### src/sv/ptw_pkg.sv
`timescale 1ns / 1ps
`default_nettype none

package ptw_pkg;

  localparam int TABLE_SLOTS_DEFAULT = 64;

  localparam int VA_W        = 48;
  localparam int ENTRY_W     = 64;
  localparam int IDX_W       = 9;
  localparam int SLOT_IN_W   = 6;
  localparam int BASE_W      = 36;
  localparam int FRAME_W     = 40;
  localparam int FRAME_LSB   = 12;
  localparam int LEVEL_W     = 2;
  localparam int SLOT_EXT_W  = 13;  // holds any slot count up to 4096
  localparam int PRESENT_BIT = 0;
  localparam int LARGE_BIT   = 7;

  localparam logic OP_TRANSLATE = 1'b0;
  localparam logic OP_WRITE     = 1'b1;

  localparam logic [LEVEL_W-1:0] LEVEL_4K   = 2'd0;
  localparam logic [LEVEL_W-1:0] LEVEL_2M   = 2'd1;
  localparam logic [LEVEL_W-1:0] LEVEL_1G   = 2'd2;
  localparam logic [LEVEL_W-1:0] LEVEL_512G = 2'd3;

  typedef struct packed {
    logic [ENTRY_W-1:0] phys_addr;
    logic               not_mapped;
    logic [LEVEL_W-1:0] page_level;
  } ptw_result_t;

  // Low 12+9*level bits set: page offset for a page at that level.
  function automatic logic [ENTRY_W-1:0] page_mask(input logic [LEVEL_W-1:0] level);
    logic [ENTRY_W-1:0] m;
    begin
      unique case (level)
        LEVEL_4K:   m = 64'h0000_0000_0000_0fff;
        LEVEL_2M:   m = 64'h0000_0000_001f_ffff;
        LEVEL_1G:   m = 64'h0000_0000_3fff_ffff;
        LEVEL_512G: m = 64'h0000_007f_ffff_ffff;
        default:    m = 64'h0000_0000_0000_0fff;
      endcase
      return m;
    end
  endfunction

  // Table index that a virtual address selects at a level.
  function automatic logic [IDX_W-1:0] va_index(input logic [VA_W-1:0] va,
                                                 input logic [LEVEL_W-1:0] level);
    logic [IDX_W-1:0] ix;
    begin
      unique case (level)
        LEVEL_4K:   ix = va[20:12];
        LEVEL_2M:   ix = va[29:21];
        LEVEL_1G:   ix = va[38:30];
        LEVEL_512G: ix = va[47:39];
        default:    ix = va[20:12];
      endcase
      return ix;
    end
  endfunction

endpackage

`default_nettype wire

### src/sv/ptw_walker.sv
`timescale 1ns / 1ps
`default_nettype none

module ptw_walker #(
  parameter int TABLE_SLOTS = ptw_pkg::TABLE_SLOTS_DEFAULT,
  parameter int SLOT_W      = 6,
  parameter int ADDR_W      = 15
) (
  input  wire                              clk,
  input  wire                              rst,
  input  wire                              in_valid,
  output logic                             in_ready,
  input  wire                              in_op,
  input  wire  [ptw_pkg::VA_W-1:0]         in_vaddr,
  input  wire  [ptw_pkg::SLOT_IN_W-1:0]    in_slot,
  input  wire  [ptw_pkg::IDX_W-1:0]        in_entry_index,
  input  wire  [ptw_pkg::ENTRY_W-1:0]      in_entry_value,
  input  wire  [ptw_pkg::BASE_W-1:0]       base_frame,
  input  wire                              out_free,
  output logic                             res_valid,
  output ptw_pkg::ptw_result_t             res,
  output logic                             mem_wr_en,
  output logic [ADDR_W-1:0]                mem_wr_addr,
  output logic [ptw_pkg::ENTRY_W-1:0]      mem_wr_data,
  output logic                             mem_rd_en,
  output logic [ADDR_W-1:0]                mem_rd_addr,
  input  wire  [ptw_pkg::ENTRY_W-1:0]      mem_rd_data
);
  import ptw_pkg::*;

  localparam int DEPTH = TABLE_SLOTS * (1 << IDX_W);

  localparam logic [1:0] ST_CLEAR = 2'd0;
  localparam logic [1:0] ST_IDLE  = 2'd1;
  localparam logic [1:0] ST_WALK  = 2'd2;
  localparam logic [1:0] ST_WDONE = 2'd3;

  logic [1:0]         state, state_next;
  logic [LEVEL_W-1:0] level, level_next;
  logic [VA_W-1:0]    va, va_next;
  logic [ADDR_W-1:0]  clear_cnt, clear_cnt_next;

  logic               ent_present, ent_large, frame_bad, walk_bad, walk_stop;
  logic [FRAME_W-1:0] frame;
  logic [FRAME_W:0]   frame_rel;
  logic [ENTRY_W-1:0] mask;
  logic [SLOT_EXT_W-1:0] slot_ext;
  logic               slot_ok;
  logic               accept;

  assign accept      = in_valid && in_ready;
  assign ent_present = mem_rd_data[PRESENT_BIT];
  assign ent_large   = mem_rd_data[LARGE_BIT];
  assign frame       = mem_rd_data[FRAME_LSB +: FRAME_W];
  assign frame_rel   = {1'b0, frame} - (FRAME_W + 1)'(base_frame);
  assign frame_bad   = frame_rel[FRAME_W] ||
                       (frame_rel[FRAME_W-1:0] >= FRAME_W'(TABLE_SLOTS));
  assign walk_bad    = !ent_present ||
                       (!ent_large && (level != LEVEL_4K) && frame_bad);
  assign walk_stop   = walk_bad || ent_large || (level == LEVEL_4K);
  assign mask        = page_mask(level);
  assign slot_ext    = SLOT_EXT_W'(in_slot);
  assign slot_ok     = slot_ext < SLOT_EXT_W'(TABLE_SLOTS);

  always_comb begin
    state_next     = state;
    level_next     = level;
    va_next        = va;
    clear_cnt_next = clear_cnt;
    in_ready       = 1'b0;
    res_valid      = 1'b0;
    res            = '0;
    mem_wr_en      = 1'b0;
    mem_wr_addr    = clear_cnt;
    mem_wr_data    = '0;
    mem_rd_en      = 1'b0;
    mem_rd_addr    = {{SLOT_W{1'b0}}, va_index(in_vaddr, LEVEL_512G)};
    unique case (state)
      ST_CLEAR: begin
        mem_wr_en      = 1'b1;
        clear_cnt_next = clear_cnt + 1'b1;
        if (clear_cnt == ADDR_W'(DEPTH - 1)) begin
          state_next = ST_IDLE;
        end
      end
      ST_IDLE: begin
        in_ready = 1'b1;
        if (accept) begin
          if (in_op == OP_WRITE) begin
            mem_wr_en   = slot_ok;
            mem_wr_addr = {slot_ext[SLOT_W-1:0], in_entry_index};
            mem_wr_data = in_entry_value;
            state_next  = ST_WDONE;
          end else begin
            mem_rd_en  = 1'b1;
            va_next    = in_vaddr;
            level_next = LEVEL_512G;
            state_next = ST_WALK;
          end
        end
      end
      ST_WALK: begin
        if (walk_bad) begin
          res.phys_addr  = '1;
          res.not_mapped = 1'b1;
        end else begin
          res.phys_addr  = (mem_rd_data & ~mask) | (ENTRY_W'(va) & mask);
          res.not_mapped = 1'b0;
        end
        res.page_level = level;
        if (!walk_stop) begin
          // Descend: fetch the entry of the next table.
          mem_rd_en   = 1'b1;
          mem_rd_addr = {frame_rel[SLOT_W-1:0], va_index(va, level - 1'b1)};
          level_next  = level - 1'b1;
        end else if (out_free) begin
          res_valid  = 1'b1;
          state_next = ST_IDLE;
        end
      end
      ST_WDONE: begin
        if (out_free) begin
          res_valid  = 1'b1;
          state_next = ST_IDLE;
        end
      end
      default: state_next = ST_IDLE;
    endcase
  end

  always_ff @(posedge clk) begin
    if (rst) begin
      state     <= ST_CLEAR;
      clear_cnt <= '0;
    end else begin
      state     <= state_next;
      clear_cnt <= clear_cnt_next;
    end
  end

  always_ff @(posedge clk) begin
    level <= level_next;
    va    <= va_next;
  end

endmodule

`default_nettype wire

### config.mk
export PLATFORM = sky130hd
export DESIGN_NAME = ptw_walker
export DESIGN_NICKNAME = d
export VERILOG_FILES = /design/src/sv/ptw_pkg.sv /design/src/sv/ptw_walker.sv
export SDC_FILE = /design/constraint.sdc
export NUM_CORES = 1
export LEC_CHECK = 0
export BUFFER_PORTS_ARGS = -buffer_cell sky130_fd_sc_hd__buf_4
export CAP_MARGIN = 20
export CORE_AREA = 2 2 153 155
export CTS_CLUSTER_SIZE = 40
export DETAILED_ROUTE_END_ITERATION = 8
export DIE_AREA = 0 0 155 157
export PLACE_DENSITY = 0.58
export RECOVER_POWER = 50
export SYNTH_ARGS = -nofsm -noshare
export SYNTH_HDL_FRONTEND = slang
export SYNTH_SLANG_ARGS = --single-unit
### constraint.sdc
create_clock -name clk -period 6.85 [get_ports clk]
set_input_delay 0.3425 -clock clk [delete_from_list [all_inputs] [get_ports clk]]
set_output_delay 0.3425 -clock clk [all_outputs]
set_load 0.005 [all_outputs]
==> results.sh <==
export IMPL_final_fill_count=2306
export IMPL_setup_viol=0
export IMPL_critPathRequiredTime_ns=6.51
export IMPL_regArea_mm2=0.00184
export IMPL_final_cells=1582
export IMPL_rows=55
export IMPL_violations="max-capacitance violations, max-slew violations"
export IMPL_nets=1572
export IMPL_synth_area_leader_cell="edfxtp_1"
export IMPL_max_freq_ghz=0.171
export IMPL_portBuffers=386
export IMPL_ys_flop_type="edfxtp_1"
export IMPL_syn_nets=1228
export IMPL_power_density_mw_per_mm2=139
export IMPL_p_leak_nw=5.05
export IMPL_cp_slowest_cell="or4_1"
export IMPL_grt_max_degree=81
export IMPL_rsz0062_at_grt="no"
export IMPL_holdPathEnd="va[18]"
export IMPL_via_per_inst=5.23
export IMPL_ant_nets=0
export IMPL_die_area_mm2=0.0243
export IMPL_io_pins=397
export IMPL_syn_inst=947
export IMPL_fp_dieH_um=157
export IMPL_crit_type="in2out"
export IMPL_synth_seq_cells=67
export IMPL_dp_cells=1564
export IMPL_vias=8271
export IMPL_fin_setup_tns_ns=0
export IMPL_endpoint_kind="output port"
export IMPL_hp_class="in2reg"
export IMPL_reg2reg_from="state[1]"
export IMPL_wl_per_cell_um=20.6
export IMPL_r2r_end="level[0]"
export IMPL_peakVddDrop_mv=0.0889
export IMPL_grt_use_total_pct=25.6
export IMPL_min_from="in_vaddr[18]"
export IMPL_synthArstFlopShare_pct=0
export IMPL_numCtsBuffers=9
export IMPL_grt_pass1_vias=8005
export IMPL_cp_arrival_ns=5.51
export IMPL_setup_worst_path_start_class="input port"
export IMPL_path_clk_slew_ns=0.06
export IMPL_cts_sinks=67
export IMPL_finClkSkew_ns=0.0102
export IMPL_cts_tree="yes"
export IMPL_final_layout_size_suffix_gt1_share_pct=38.3
export IMPL_die_w_um=155
export IMPL_hold_violations=0
export IMPL_drv_cap=2
export IMPL_hpwlAfterDp_mm=27.8
export IMPL_maxSlewViolCount=99
export IMPL_worstPathCellList="buf_4, ha_1, fa_1, nand2b_1, a21o_1, a2111oi_4, nor3_1, a32oi_1, nand4b_1, or4_1, or4_1, o211ai_4, buf_4, nand2_1, buf_4"
export IMPL_dr_pass1_iters=5
export IMPL_syn_cell_area_mm2=0.00742
export IMPL_routed_wl_mm=32.7
export IMPL_synth_edff_count=50
export IMPL_start_util_pct=33.0
export IMPL_post_route_util_pct=47.1
export IMPL_synth_top_area_share_pct=20.2
export IMPL_r2r_setup_slack_ns=2.78
export IMPL_hold_depth=1
export IMPL_tightestPinTransition_ns=3.33
export IMPL_initialDrtViolationCount=440
export IMPL_avgSynthCellArea_um2=7.84
export IMPL_multiInputGateArea_mm2=0.00503
export IMPL_cts_resized=0
export IMPL_insertion_delay_ns=0.33
export IMPL_area_growth_syn_to_layout_pct=42.6
export IMPL_htreeDepth=3
export IMPL_yosysUniqueCellTypes=71
export IMPL_gp_congestion=0.917
export IMPL_crit_fanout=50
export IMPL_core_area_mm2=0.0225
export IMPL_grt_pass1_wl_mm=46.8
export IMPL_min_period_ns=5.85
export IMPL_postCtsHoldBufs=0
export IMPL_postCtsSetupBuffers=0
export IMPL_r2r_cells=7
export IMPL_yosysSeqAreaShare_pct=24.8
export IMPL_antenna_found_initial=2
export IMPL_synth_area_leaders="edfxtp_1 20%, mux2_2 8.2%, ha_1 8.1%"
export IMPL_gr_total_overflow=0
export IMPL_status="finished, violations left"
export IMPL_yosysWarningCount=0
export IMPL_maxSlewHeadroom_pct=-122
export IMPL_clockBufferDepth=2
export IMPL_route_detailed_drc=0
export IMPL_finalCritPeriodShare_pct=85.4
export IMPL_cpMostUsedCell="buf_4"
export IMPL_slowest_delay_ns=0.89
export IMPL_clockRootBuffer="clkbuf_16"
## critical path: cells and delay by family
kind	cells	cell delay (ns)
compound gates	4	1.47
fa+ha+maj	2	0.63
buf+inv	3	0.91
simple gates	6	2.08
## placed cells by master, fill, tap and decap left out, types with 22 or more instances in the layout
cell,Yosys,final
buf_4,1,326
nand2_1,145,145
nor2_1,59,59
a21oi_1,58,58
inv_1,57,57
and2_1,67,54
mux2_2,54,54
o21ai_0,50,50
nand2_2,50,50
edfxtp_1,50,50
ha_1,48,48
clkbuf_4,0,38
clkbuf_1,44,27
nand4_1,22,22
## through the flow
step | area [um2] | setup slack [ns] | total power, W | hold WS (ns)
2_1_floorplan | 7420 | 2.59 | 0.000786 | 0.441
3_3_place_gp | 10400 | 1.17 | 0.00104 | 0.499
3_5_place_dp | 10400 | 1.14 | 0.00104 | 0.511
4_1_cts | 10700 | 1.12 | 0.00148 | 0.167
5_1_grt | 10600 | 0.851 | 0.00155 | 0.190
6_report | 10600 | 1.00 | 0.00147 | 0.202
## sequential cells by signal, summed over array words and instances (netlist names)
register   count
va            48
clear_cnt     15
state          2
level          2
## layer usage
layer / part of all wire [%] / track usage (%) / routed length, um / up-vias
li1: - / - / - / 4064
met1: 36 / 27.2 / 11800 / 3829
met2: 53 / 48.3 / 17200 / 310
met3: 6.6 / 5.53 / 2170 / 66
met4: 4.6 / 11.7 / 1520 / 2
met5: 0.049 / 0 / 16 / -
## logic make-up after synthesis
| logic type | Yosys count | synth area share (%) |
|---|---|---|
| buffers and inverters | 116 | 7.43 |
| AO/OA/AOI/OAI | 206 | 18.7 |
| AND/OR/NAND/NOR | 424 | 28.8 |
| flip-flops | 67 | 24.8 |
| multiplexers | 60 | 9.00 |
| XOR/XNOR | 25 | 2.95 |
| adder cells (fa/ha/maj) | 49 | 8.36 |
## synthesized netlist by cell type, types with 3 or more instances
library cell,n
a21o_1,12
clkbuf_1,44
edfxtp_1,50
a32oi_1,3
a31oi_1,5
or2_2,3
xor2_1,18
o2111ai_1,5
nor2_1,59
nor4_1,7
nand2_1,145
o21ai_0,50
mux2i_1,6
o211ai_1,13
and3_1,9
nand3_1,18
mux2_2,54
and2_1,67
o31a_1,3
a221oi_1,4
buf_2,4
or3_1,7
a222oi_1,9
ha_1,48
dfxtp_1,17
nand2b_1,6
buf_12,5
xnor2_1,7
a21oi_1,58
o21a_1,4
o21bai_1,3
o22ai_1,5
inv_1,57
and4_1,3
a211oi_1,4
or4_1,6
nand4_1,22
a311oi_1,4
nor3_1,12
nand4b_1,3
nand2_2,50
## worst max-delay path by stage
| stage | startpoint | end | cells after the start |
|---|---|---|---|
| 4_1_cts | base_frame[0] | res[14] | 15 |
| 3_5_place_dp | base_frame[0] | res[14] | 15 |
| 5_1_grt | mem_rd_data[12] | res[5] | 16 |
| 3_3_place_gp | base_frame[0] | res[5] | 15 |
| 6_report | base_frame[0] | res[14] | 15 |
| 2_1_floorplan | base_frame[4] | mem_rd_addr[1] | 15 |
## layout make-up
type                    instances  share of cell area (%)
repair buffers                391                    26.9
multi-input cells             764                    47.5
inverters                      58                    2.06
flip-flops and latches         67                    17.4
well taps                     285                    3.37
diodes                          1                  0.0236
clock inverters                 5                   0.343
clock buffers                  11                    2.40
## power breakdown
| part | switching [W] | internal [W] | total (W) |
|---|---|---|---|
| combinational | 0.000281 | 0.000258 | 0.000539 |
| sequential | 0.0000238 | 0.000466 | 0.000490 |
| clock | 0.000177 | 0.000268 | 0.000445 |
| total | 0.000482 | 0.000991 | 0.00147 |
No activity file was read; power rests on OpenSTA's default activity.
